--- config.mk ---
export PLATFORM = sky130hd
export DESIGN_NAME = ufu_out_flat
export DESIGN_NICKNAME = d
export VERILOG_FILES = /design/src/ufu_pkg.sv /design/src/ufu_chan_if.sv /design/src/ufu_out.sv /design/src/flat_wrapper.sv
export SDC_FILE = /design/constraint.sdc
export NUM_CORES = 1
export LEC_CHECK = 0
export BUFFER_PORTS_ARGS = -buffer_cell sky130_fd_sc_hd__buf_2
export CAP_MARGIN = 20
export CORE_AREA = 2 2 50 52
export DETAILED_ROUTE_END_ITERATION = 10
export DIE_AREA = 0 0 52 54
export PLACE_DENSITY_LB_ADDON = 0.05
export SYNTH_ARGS = -nofsm -noshare
export SYNTH_HDL_FRONTEND = slang
export SYNTH_SLANG_ARGS = --single-unit
--- constraint.sdc ---
create_clock -name clk -period 1.5 [get_ports clk]
set_input_delay 0.075 -clock clk [delete_from_list [all_inputs] [get_ports clk]]
set_output_delay 0.075 -clock clk [all_outputs]
set_load 0.05 [all_outputs]
--- src/ufu_pkg.sv ---
// Shared types and constants of the serial flash upload receiver.
// No dependencies; every module file imports it.
`default_nettype none

package ufu_pkg;

    localparam int PAGE_NUM_W = 24;
    localparam int LEN_BYTES  = 4;

    localparam logic [63:0] START_PATTERN_RST = 64'hA20C_6A11_F312_ED23;

    localparam logic [7:0] ACK_A = 8'h41;
    localparam logic [7:0] ACK_C = 8'h43;
    localparam logic [7:0] ACK_K = 8'h4B;

    typedef enum logic [1:0] {
        MODE_IDLE = 2'd0,
        MODE_LEN  = 2'd1,
        MODE_DATA = 2'd2
    } mode_t;

    typedef enum logic [1:0] {
        KIND_TX    = 2'd0,
        KIND_ERASE = 2'd1,
        KIND_DATA  = 2'd2,
        KIND_PROG  = 2'd3
    } result_kind_t;

    // result sequence loaded by one input byte
    typedef enum logic [1:0] {
        BURST_ACK   = 2'd0,
        BURST_ERASE = 2'd1,
        BURST_DATA  = 2'd2,
        BURST_PROG  = 2'd3
    } burst_kind_t;

    typedef struct packed {
        logic [7:0] rx_byte;
    } rx_t;

    typedef struct packed {
        logic [63:0] start_pattern;
    } cfg_t;

    typedef struct packed {
        logic [1:0]  result_kind;
        logic [7:0]  byte_value;
        logic [7:0]  page_offset;
        logic [31:0] page_address;
        logic [8:0]  page_bytes;
        logic        last;
    } res_t;

    typedef struct packed {
        logic       valid;
        logic [7:0] data;
    } staged_t;

    typedef struct packed {
        burst_kind_t kind;
        logic [7:0]  data;
        logic [7:0]  offset;
        logic [31:0] address;
        logic [8:0]  count;
    } burst_t;

    function automatic logic [7:0] ack_char(input logic [1:0] idx);
        logic [7:0] c;
        unique case (idx)
            2'd0:    c = ACK_A;
            2'd1:    c = ACK_C;
            default: c = ACK_K;
        endcase
        return c;
    endfunction

endpackage

`default_nettype wire

--- src/ufu_chan_if.sv ---
// Valid/ready channel interface used for every channel port of the receiver.
// Payload type is a parameter; no other dependencies.
`default_nettype none

interface ufu_chan_if #(parameter type payload_t = logic [7:0]) ();
    logic     valid;
    logic     ready;
    payload_t payload;

    modport source (output valid, output payload, input ready);
    modport sink   (input valid, input payload, output ready);
endinterface

`default_nettype wire

--- src/ufu_out.sv ---
// Result register and sequencer: plays out the one to five results of a byte.
// Depends on ufu_pkg and ufu_chan_if.
`default_nettype none

module ufu_out (
    input  wire logic            clk,
    input  wire logic            rst_n,
    input  wire ufu_pkg::burst_t burst,
    input  wire logic            load,
    ufu_chan_if.source           res,
    output logic                 free
);
    import ufu_pkg::*;

    burst_t     burst_reg;
    logic       busy_reg,  busy_next;
    logic [2:0] pos_reg,   pos_next;
    logic [2:0] last_pos;
    res_t       res_d;
    logic       res_fire;

    always_comb
    begin
        unique case (burst_reg.kind)
            BURST_ACK:   last_pos = 3'd2;
            BURST_ERASE: last_pos = 3'd3;
            BURST_DATA:  last_pos = 3'd0;
            default:     last_pos = 3'd4;
        endcase
    end

    always_comb
    begin
        res_d             = '0;
        res_d.result_kind = KIND_TX;
        unique case (burst_reg.kind)
            BURST_ACK:
            begin
                res_d.byte_value = ack_char(pos_reg[1:0]);
            end
            BURST_ERASE:
            begin
                if (pos_reg == 3'd0)
                begin
                    res_d.result_kind = KIND_ERASE;
                end
                else
                begin
                    res_d.byte_value = ack_char(2'(pos_reg - 3'd1));
                end
            end
            BURST_DATA:
            begin
                res_d.result_kind = KIND_DATA;
                res_d.byte_value  = burst_reg.data;
                res_d.page_offset = burst_reg.offset;
            end
            default:
            begin
                if (pos_reg == 3'd0)
                begin
                    res_d.result_kind = KIND_DATA;
                    res_d.byte_value  = burst_reg.data;
                    res_d.page_offset = burst_reg.offset;
                end
                else if (pos_reg == 3'd1)
                begin
                    res_d.result_kind  = KIND_PROG;
                    res_d.page_address = burst_reg.address;
                    res_d.page_bytes   = burst_reg.count;
                end
                else
                begin
                    res_d.byte_value = ack_char(2'(pos_reg - 3'd2));
                end
            end
        endcase
        res_d.last = pos_reg == last_pos;
    end

    assign res.valid   = busy_reg;
    assign res.payload = res_d;
    assign res_fire    = busy_reg && res.ready;
    assign free        = !busy_reg || (res.ready && res_d.last);

    always_comb
    begin
        busy_next = busy_reg;
        pos_next  = pos_reg;
        priority if (load)
        begin
            busy_next = 1'b1;
            pos_next  = 3'd0;
        end
        else if (res_fire)
        begin
            if (res_d.last)
            begin
                busy_next = 1'b0;
            end
            else
            begin
                pos_next = pos_reg + 3'd1;
            end
        end
    end

    always_ff @(posedge clk or negedge rst_n)
    begin
        if (!rst_n)
        begin
            busy_reg <= 1'b0;
            pos_reg  <= 3'd0;
        end
        else
        begin
            busy_reg <= busy_next;
            pos_reg  <= pos_next;
        end
    end

    always_ff @(posedge clk)
    begin
        if (load)
        begin
            burst_reg <= burst;
        end
    end

endmodule

`default_nettype wire

--- src/flat_wrapper.sv ---
// flat-port wrapper written by rule: the top's interface ports become plain ports
module ufu_out_flat import ufu_pkg::*;
  (clk, rst_n, burst, load, free, res_valid, res_payload, res_ready);
  ufu_chan_if res_i ();
  input  wire logic clk;
  input  wire logic rst_n;
  input  wire ufu_pkg::burst_t burst;
  input  wire logic load;
  output logic free;
  output wire logic [$bits(res_i.valid)-1:0] res_valid;
  output wire logic [$bits(res_i.payload)-1:0] res_payload;
  input wire logic [$bits(res_i.ready)-1:0] res_ready;
  assign res_valid = res_i.valid;
  assign res_payload = res_i.payload;
  assign res_i.ready = res_ready;
  ufu_out u_core (.clk(clk), .rst_n(rst_n), .burst(burst), .load(load), .res(res_i), .free(free));
endmodule
After elaboration in Yosys (flattened, before gate mapping)
Cells that the tools add are included.
{"block": "totals", "regBits": 13, "input_bits": 63, "out_inout_bits": 10, "wordCells": 31}
{"block": "classes", "n_addsub": 1, "eq_ne": 5, "n_mux": 10, "n_reduce_logical": 11}
{"cell": "2-to-1 mux 7 bit", "count": 3}
{"cell": "2-to-1 mux 3 bit", "count": 3}
{"cell": "case mux 3 bit (3 select lines)", "count": 1}
{"cell": "AND reduction 2 bit", "count": 2}
{"cell": "nonzero test 2 bit", "count": 2}
{"cell": "adder 3 x 1 -> 3 bit (second input constant)", "count": 1}
{"cell": "equality test 3 x 1 -> 1 bit (second input constant)", "count": 1}
{"cell": "equality test 3 bit", "count": 1}
{"cell": "zero test 3 bit", "count": 1}
{"cell": "2-to-1 mux 1 bit", "count": 3}
{"cell": "OR reduction 3 bit", "count": 1}
{"cell": "equality test 2 x 1 -> 1 bit (second input constant)", "count": 1}
{"cell": "equality test 2 bit (second input constant)", "count": 1}
{"cell": "logical AND 1 bit", "count": 2}
{"cell": "zero test 2 bit", "count": 1}
{"cell": "inequality test 2 bit (second input constant)", "count": 1}
{"cell": "zero test 1 bit", "count": 1}
{"cell": "logical OR 1 bit", "count": 1}

Logic depth before layout (Yosys ltp)
Gate-level depths: netlist of the first run.
{"block": "depth", "depth_word": 6, "mapped_depth": 4, "depth_no_buf": 4}

Worst setup path after synthesis of the first run
No wires, ideal clock.
{"block": "synth_path", "kind": "flip-flop to output port", "startpoint": "register u_core.pos_reg[1]", "endpoint": "output res_payload[1]", "t_arrival_ns": 1.679, "t_required_ns": 1.425, "path_slack_ns": -0.254, "path_stages_with_launch": 5, "path_buffers": 0, "path_cell_list": "dfrtp_1 inv_1 ha_1 nor4b_1 and2_1"}
{"block": "synth_via", "elab_chain_cells": 4, "word_cells_on_any_way": 5, "cone_classes": "1 x eq/ne; 3 x mux; 1 x reduce/logical"}
{"element": "start: declaration", "line_no": "ufu_out.sv:17", "text": "logic [2:0] pos_reg, pos_next;"}
{"element": "start signal: assignment", "line_no": "ufu_out.sv:118", "text": "pos_reg <= pos_next;"}
{"element": "equality test 3 x 1 -> 1 bit", "line_no": "ufu_out.sv:66", "text": "else if (pos_reg == 3'd1)"}
{"element": "2-to-1 mux 7 bit", "line_no": "ufu_out.sv:66"}
{"element": "2-to-1 mux 7 bit (*)", "line_no": "ufu_out.sv:60", "text": "if (pos_reg == 3'd0)"}
{"element": "2-to-1 mux 7 bit (*)", "line_no": "ufu_out.sv:36", "text": "unique case (burst_reg.kind)"}
{"element": "end: declaration", "line_no": "flat_wrapper.sv:11", "text": "output wire logic [$bits(res_i.payload)-1:0] res_payload;"}
Mark *: on every way between the ends. The rest lies on a longest branch, timed or not.

Worst setup path after layout of the first run
{"block": "layout_path", "startpoint": "register u_core.pos_reg[0]", "endpoint": "output res_payload[7]"}
The elaborated chain is that of the path after synthesis.

==> qor.csv, run 1 <==
stage,metric,value,unit
outcome,status,finished with violations,
outcome,failing checks,setup timing,
grt,largest net degree at the start of global routing,15,
cells_and_area,Layout fillers,210,
grt,vias in the first global route,583,
sta,Setup-failing EPs final,12,
setup_path,Worst Setup Path Type,flop to primary output,
grt,initial antenna violation count,0,
clock_tree,Clock Tree Buf Depth,2,
synthesis,synth unique cells,22,
sta,TNS Setup,-2370,ps
detailed_routing,Post-DRT Antenna Nets,0,
cells_and_area,Final nets,163,
synthesis,top-count cell post-synth,edfxtp_1,
setup_path,Worst Setup Start Kind,flop,
cells_and_area,Area growth syn-to-layout,93.3,%
grt,global-route wire length before repair,2.65,mm
grt,gr ovfl total,0,
setup_path,Worst EP arrival,1670,ps
setup_path,CP max stage delay,410,ps
synthesis,Synth top area share,0.435,
pwr,total power,0.000932,W
cells_and_area,Multi-input gate area,347,sq um
synthesis,sequential area share after synthesis,0.597,
floorplanning,die width,52,um
floorplanning,Row Count,18,
cells_and_area,share of cells above drive strength 1,0.646,
synthesis,Syn Area/Cell,13.2,sq um
clock_tree,clock latency on the worst-skew pair,280,ps
clock_tree,"CTS clk-pin slew, worst paths",90,ps
setup_path,Worst Setup SP,u_core.pos_reg[0]$_DFFE_PN0P_,
sta,worst setup slack after layout,-243,ps
flow_run,Max-Cap Viols,0,
clock_tree,CTS H-tree lvls,1,
setup_path,critical-path maximum fanout,7,
sta,unrepaired setup endpoints after global routing,true,
synthesis,ys async rst share,0.308,
floorplanning,core area,2320,sq um
setup_path,crit path capture type,primary output,
setup_path,Slowest cell on crit path,dfrtp_1,
detailed_routing,DRC,0,
detailed_routing,DR iter-0 viols,8,
synthesis,Mapped Nets,113,
setup_path,crit-path most repeated cell,buf_6,
detailed_routing,total length of routed wires,1.58,mm
floorplanning,die area,2810,sq um
synthesis,most common flop cell mapped by yosys,edfxtp_1,
setup_path,RR Startpoint,u_core.pos_reg[0]$_DFFE_PN0P_,
synthesis,Post-Syn Area,621,sq um
clock_tree,clk sinks,13,
synthesis,Yosys Warn Count,0,
setup_path,R2R depth,7,
synthesis,Synth area leaders,"edfxtp_1 (44%), dfrtp_1 (16%), and2_1 (7.1%)",
sta,Rel. slew slack,0.788,
worst_hold_path,type of the tightest min-delay check,input pin to async pin,
floorplanning,Die Ht,54,um
cells_and_area,register area,372,sq um
setup_path,CP required,1420,ps
sta,fin. max-slew vios,0,
clock_tree,total clock buffers created by CTS,3,
detailed_routing,vias,560,
pwr,static leakage,0.497,nW
sta,Final Critical Period,1740,ps
place,HPWL Detailed,998,um
sta,Fin. Hold Viols,0,
detailed_routing,1st-pass router iterations,4,
synthesis,dominant cell type by area after synthesis,edfxtp_1,
pwr,Max VDD drop,0.000527,V
setup_path,CP cell instances,"buf_6, buf_6, ha_2, nor4b_4, buf_4, and2_4, buf_8",
grt,Total Routing Usage GR,0.134,
sta,Least-Margin Pin Slew,318,ps
pwr,P per Cell Area,777,nW/um^2
clock_tree,CTS tree,yes,
floorplanning,Initial Util,0.268,
sta,f_max,574,MHz
cells_and_area,number of flip-flops in the largest register,9,
synthesis,synth cell count leaders,"edfxtp_1 (9), and2_1 (7), dfrtp_1 (4)",
place,IO buf count,22,
clock_tree,Root Buffer,clkbuf_4,
sta,Setup Skew,9.13,ps
cells_and_area,n_diodes,0,
detailed_routing,drt wl/cell,12.6,um
floorplanning,num ports,73,
sta,"Period Utilization, post-route",1.16,
detailed_routing,Vias/cell,4.44,
place,routability cong.,0.705,
synthesis,Synth Register Bits,13,
synthesis,Post-synth EDFFs,9,
synthesis,Syn Inst Count,47,
cell type report:
cell class	count	share of cell area
clock inverter	1	0.00417
multi-input combinational	31	0.289
timing repair buffer	45	0.338
sequential	13	0.310
clock buffer	3	0.0188
inverter	3	0.00938
tap	30	0.0313
final timing paths:
path	endpoint	slack, ps
setup / recovery	res_payload[7]	-240
hold / removal	u_core.pos_reg[0]$_DFFE_PN0P_	130
setup reg to reg	u_core.pos_reg[0]$_DFFE_PN0P_	-200
hold reg to reg	u_core.res.valid$_DFFE_PN0P_	590
max in group asynchronous	u_core.pos_reg[1]$_DFFE_PN0P_	1220
min in group clk	u_core.res.valid$_DFFE_PN0P_	140
report_power, final:
part           internal [W]  switching [W]
Sequential         0.000415      0.0000159
Clock             0.0000988       0.000118
Combinational      0.000150       0.000135
Total              0.000663       0.000269
per-stage QoR:
stage	cell area, sq um	setup WS, ps	util	instances	hold slack, ps
2_1_floorplan	638	25.3	-	47	-221
3_3_place_gp	838	-129	0.361	106	-106
3_5_place_dp	838	-138	0.361	106	-106
4_1_cts	1160	-287	0.501	125	110
5_1_grt	1200	-331	0.517	126	108
6_report	1200	-243	0.517	126	129
worst max-delay path: cells and delay by family (launching register included):
| family | cells | cell delay [ps] |
|---|---|---|
| buf+inv | 4 | 530 |
| flops | 1 | 410 |
| simple gates | 2 | 280 |
| fa+ha+maj | 1 | 170 |
cells by family (layout without fill, tap and decap cells):
| logic type | count (synthesis) | in the layout | share of synthesized area |
|---|---|---|---|
| AO/OA/AOI/OAI | 9 | 9 | 0.101 |
| XOR/XNOR | 1 | 1 | 0.0262 |
| adder cells (fa/ha/maj) | 3 | 3 | 0.0605 |
| buffers and inverters | 3 | 52 | 0.0181 |
| flip-flops | 13 | 13 | 0.597 |
| AND/OR/NAND/NOR | 18 | 18 | 0.198 |
routing by layer:
metal	wire (um)	vias to the layer above	global-route usage	share of wire
met4	14	0	0.0658	0.0088
met3	63	4	0.0194	0.040
li1	-	276	-	-
met5	0	-	0	0
met2	752	18	0.209	0.48
met1	752	262	0.182	0.48
timing repair:
item	CTS	global route
resized for setup	46	7
pin swaps	16	4
hold endpoints to repair	13	0
setup endpoints to repair	12	13
gates cloned	0	0
hold buffers	10	0
setup buffers	6	2
cells in the final DEF (no fill, tap or decap), drive strengths merged, types with 2 or more instances in the layout:
cell and instances:
buf 35, and2 7, dlygate4sd3 10, ha 3, o21ai 3, nand2 3
nor4b 2, edfxtp 9, clkbuf 3, dfrtp 4, inv 3, a21oi 2
Note: power is estimated with default switching activity, not from simulation.
==> inputs of run 2 (changes only) <==
RECOVER_POWER = 100   (was default)
==> run 2 against run 1 <==
  * The flow still finishes with violations (setup timing)
  * Worst setup slack about the same
  * Utilization decreased by 0.11 points
  * Final cell count unchanged
  * Register-to-register slack about the same
==> qor.csv, run 2 (synthesis gave the netlist of run 1 again) <==
stage,metric,value,unit
outcome,status,finished with violations,
outcome,failing checks,setup timing,
setup_path,crit-path most repeated cell,buf_6,
flow_run,Max-Cap Viols,0,
grt,largest net degree at the start of global routing,15,
setup_path,FF-to-FF End,u_core.pos_reg[0]$_DFFE_PN0P_,
sta,worst setup slack after layout,-243,ps
sta,unrepaired setup endpoints after global routing,true,
cells_and_area,Final nets,163,
detailed_routing,drt wl/cell,12.6,um
clock_tree,"CTS clk-pin slew, worst paths",90,ps
setup_path,Slowest cell on crit path,dfrtp_1,
detailed_routing,top sig layer,met4,
cells_and_area,Layout fillers,211,
clock_tree,Root Buffer,clkbuf_4,
detailed_routing,Met3 Wirelength,65,um
sta,Fin. Hold Viols,0,
setup_path,capture point of the critical path,res_payload[7],
pwr,P per Cell Area,778,nW/um^2
grt,vias in the first global route,583,
setup_path,critical-path maximum fanout,7,
setup_path,CP cell instances,"buf_6, buf_6, ha_2, nor4b_4, buf_4, and2_4, buf_8",
floorplanning,die area,2810,sq um
cells_and_area,"commonest non-fill, non-tap cell in the layout",buf_2,
cells_and_area,share of cells above drive strength 1,0.625,
cells_and_area,number of flip-flops in the largest register,9,
setup_path,CP max stage delay,410,ps
setup_path,Worst Setup Path Type,flop to primary output,
sta,f_max,574,MHz
sta,"Period Utilization, post-route",1.16,
detailed_routing,M1 WL,754,um
sta,Final Critical Period,1740,ps
sta,Least-Margin Pin Slew,758,ps
worst_hold_path,type of the tightest min-delay check,input pin to flop,
sta,Rel. slew slack,0.495,
detailed_routing,DRC,0,
sta,Setup Skew,9.48,ps
floorplanning,num ports,73,
grt,initial antenna violation count,0,
setup_path,RR Startpoint,u_core.pos_reg[0]$_DFFE_PN0P_,
floorplanning,Initial Util,0.268,
setup_path,Worst EP arrival,1670,ps
sta,Setup-failing EPs final,12,
clock_tree,clock latency on the worst-skew pair,280,ps
setup_path,Worst Setup Start Kind,flop,
floorplanning,Die Ht,54,um
clock_tree,total clock buffers created by CTS,3,
floorplanning,core area,2320,sq um
detailed_routing,DR iter-0 viols,8,
pwr,total power,0.000931,W
cells_and_area,n_diodes,0,
detailed_routing,total length of routed wires,1.59,mm
pwr,static leakage,0.492,nW
detailed_routing,Vias/cell,4.44,
setup_path,R2R depth,7,
detailed_routing,met2 wire len,752,um
floorplanning,Row Count,18,
cells_and_area,Area growth syn-to-layout,92.9,%
place,IO buf count,22,
cells_and_area,most frequent cells in the layout,"buf_2 (11), dlygate4sd3_1 (10), buf_4 (10)",
detailed_routing,1st-pass router iterations,4,
grt,global-route wire length before repair,2.65,mm
detailed_routing,vias,559,
grt,gr ovfl total,0,
grt,Total Routing Usage GR,0.134,
sta,fin. max-slew vios,0,
cells_and_area,final core area utilization,0.516,
detailed_routing,Post-DRT Antenna Nets,0,
place,HPWL Detailed,998,um
clock_tree,Clock Tree Buf Depth,2,
clock_tree,clk sinks,13,
setup_path,crit path capture type,primary output,
pwr,Max VDD drop,0.000527,V
clock_tree,CTS tree,yes,
floorplanning,die width,52,um
setup_path,CP required,1420,ps
setup_path,Worst Setup SP,u_core.pos_reg[0]$_DFFE_PN0P_,
place,routability cong.,0.705,
clock_tree,CTS H-tree lvls,1,
setup_path,Reg2Reg Setup Slack,-210,ps
==> run 2: cell types whose count changed in the layout (fill, tap and decap cells not counted), sizes merged <==
cell and delta:
buf -2, clkbuf +2
==> run 2: how the worst min path moves through the flow <==
stage,depth (start not counted),startpoint,slack (ps),to
after floorplan,0,rst_n,-220,u_core.pos_reg[0]$_DFFE_PN0P_
after global placement,1,rst_n,-110,u_core.res.valid$_DFFE_PN0P_
after detailed placement,1,rst_n,-110,u_core.res.valid$_DFFE_PN0P_
after CTS,2,rst_n,110,u_core.pos_reg[0]$_DFFE_PN0P_
after global routing,3,res_ready,150,u_core.res.valid$_DFFE_PN0P_
final,3,res_ready,140,u_core.res.valid$_DFFE_PN0P_
==> run 2: where the power goes <==
part | internal [W] | total [W] | switching [W]
combinational | 0.000149 | 0.000284 | 0.000135
sequential | 0.000415 | 0.000431 | 0.0000159
clock | 0.0000988 | 0.000216 | 0.000118
total | 0.000662 | 0.000931 | 0.000269
==> run 2: final cells by class <==
type,count,area (sq um),area share
inverter,3,11.3,0.00940
clock buffer,3,22.5,0.0188
multi-input combinational,31,347,0.289
timing repair buffer,45,403,0.336
sequential,13,372,0.310
tap,30,37.5,0.0313
clock inverter,1,5.00,0.00418
==> run 2: repair_timing <==
item,4_1_cts,5_1_grt
hold buffers,10,0
cloned,0,0
gates resized for setup,46,7
endpoints found under the hold margin,13,0
pin swaps,16,4
buffers inserted,6,2
endpoints found under the setup margin,12,13
==> run 2: routing by layer <==
layer / global-route usage / vias to the layer above
met5: 0 / -
met4: 0.0658 / 0
met3: 0.0194 / 4
met2: 0.209 / 18
met1: 0.182 / 261
li1: - / 276
==> run 2: metrics by stage <==
stage / instance area (sq um) / TNS [ps] / std cells / hold slack [ps] / worst slack [ps]
6_report: 1200 / -2410 / 126 / 144 / -243
5_1_grt: 1200 / -3480 / 126 / 146 / -331
4_1_cts: 1160 / -2600 / 125 / 110 / -287
3_5_place_dp: 838 / -1030 / 106 / -106 / -138
3_3_place_gp: 838 / -979 / 106 / -106 / -129
2_1_floorplan: 638 / 0 / 47 / -221 / 25.3
==> run 2: critical path, delay by kind of cell (launching register included) <==
kind	cells	cell delay [ps]
buffers and inverters	4	530
flip-flops	1	410
adder cells (fa/ha/maj)	1	170
AND/OR/NAND/NOR	2	280
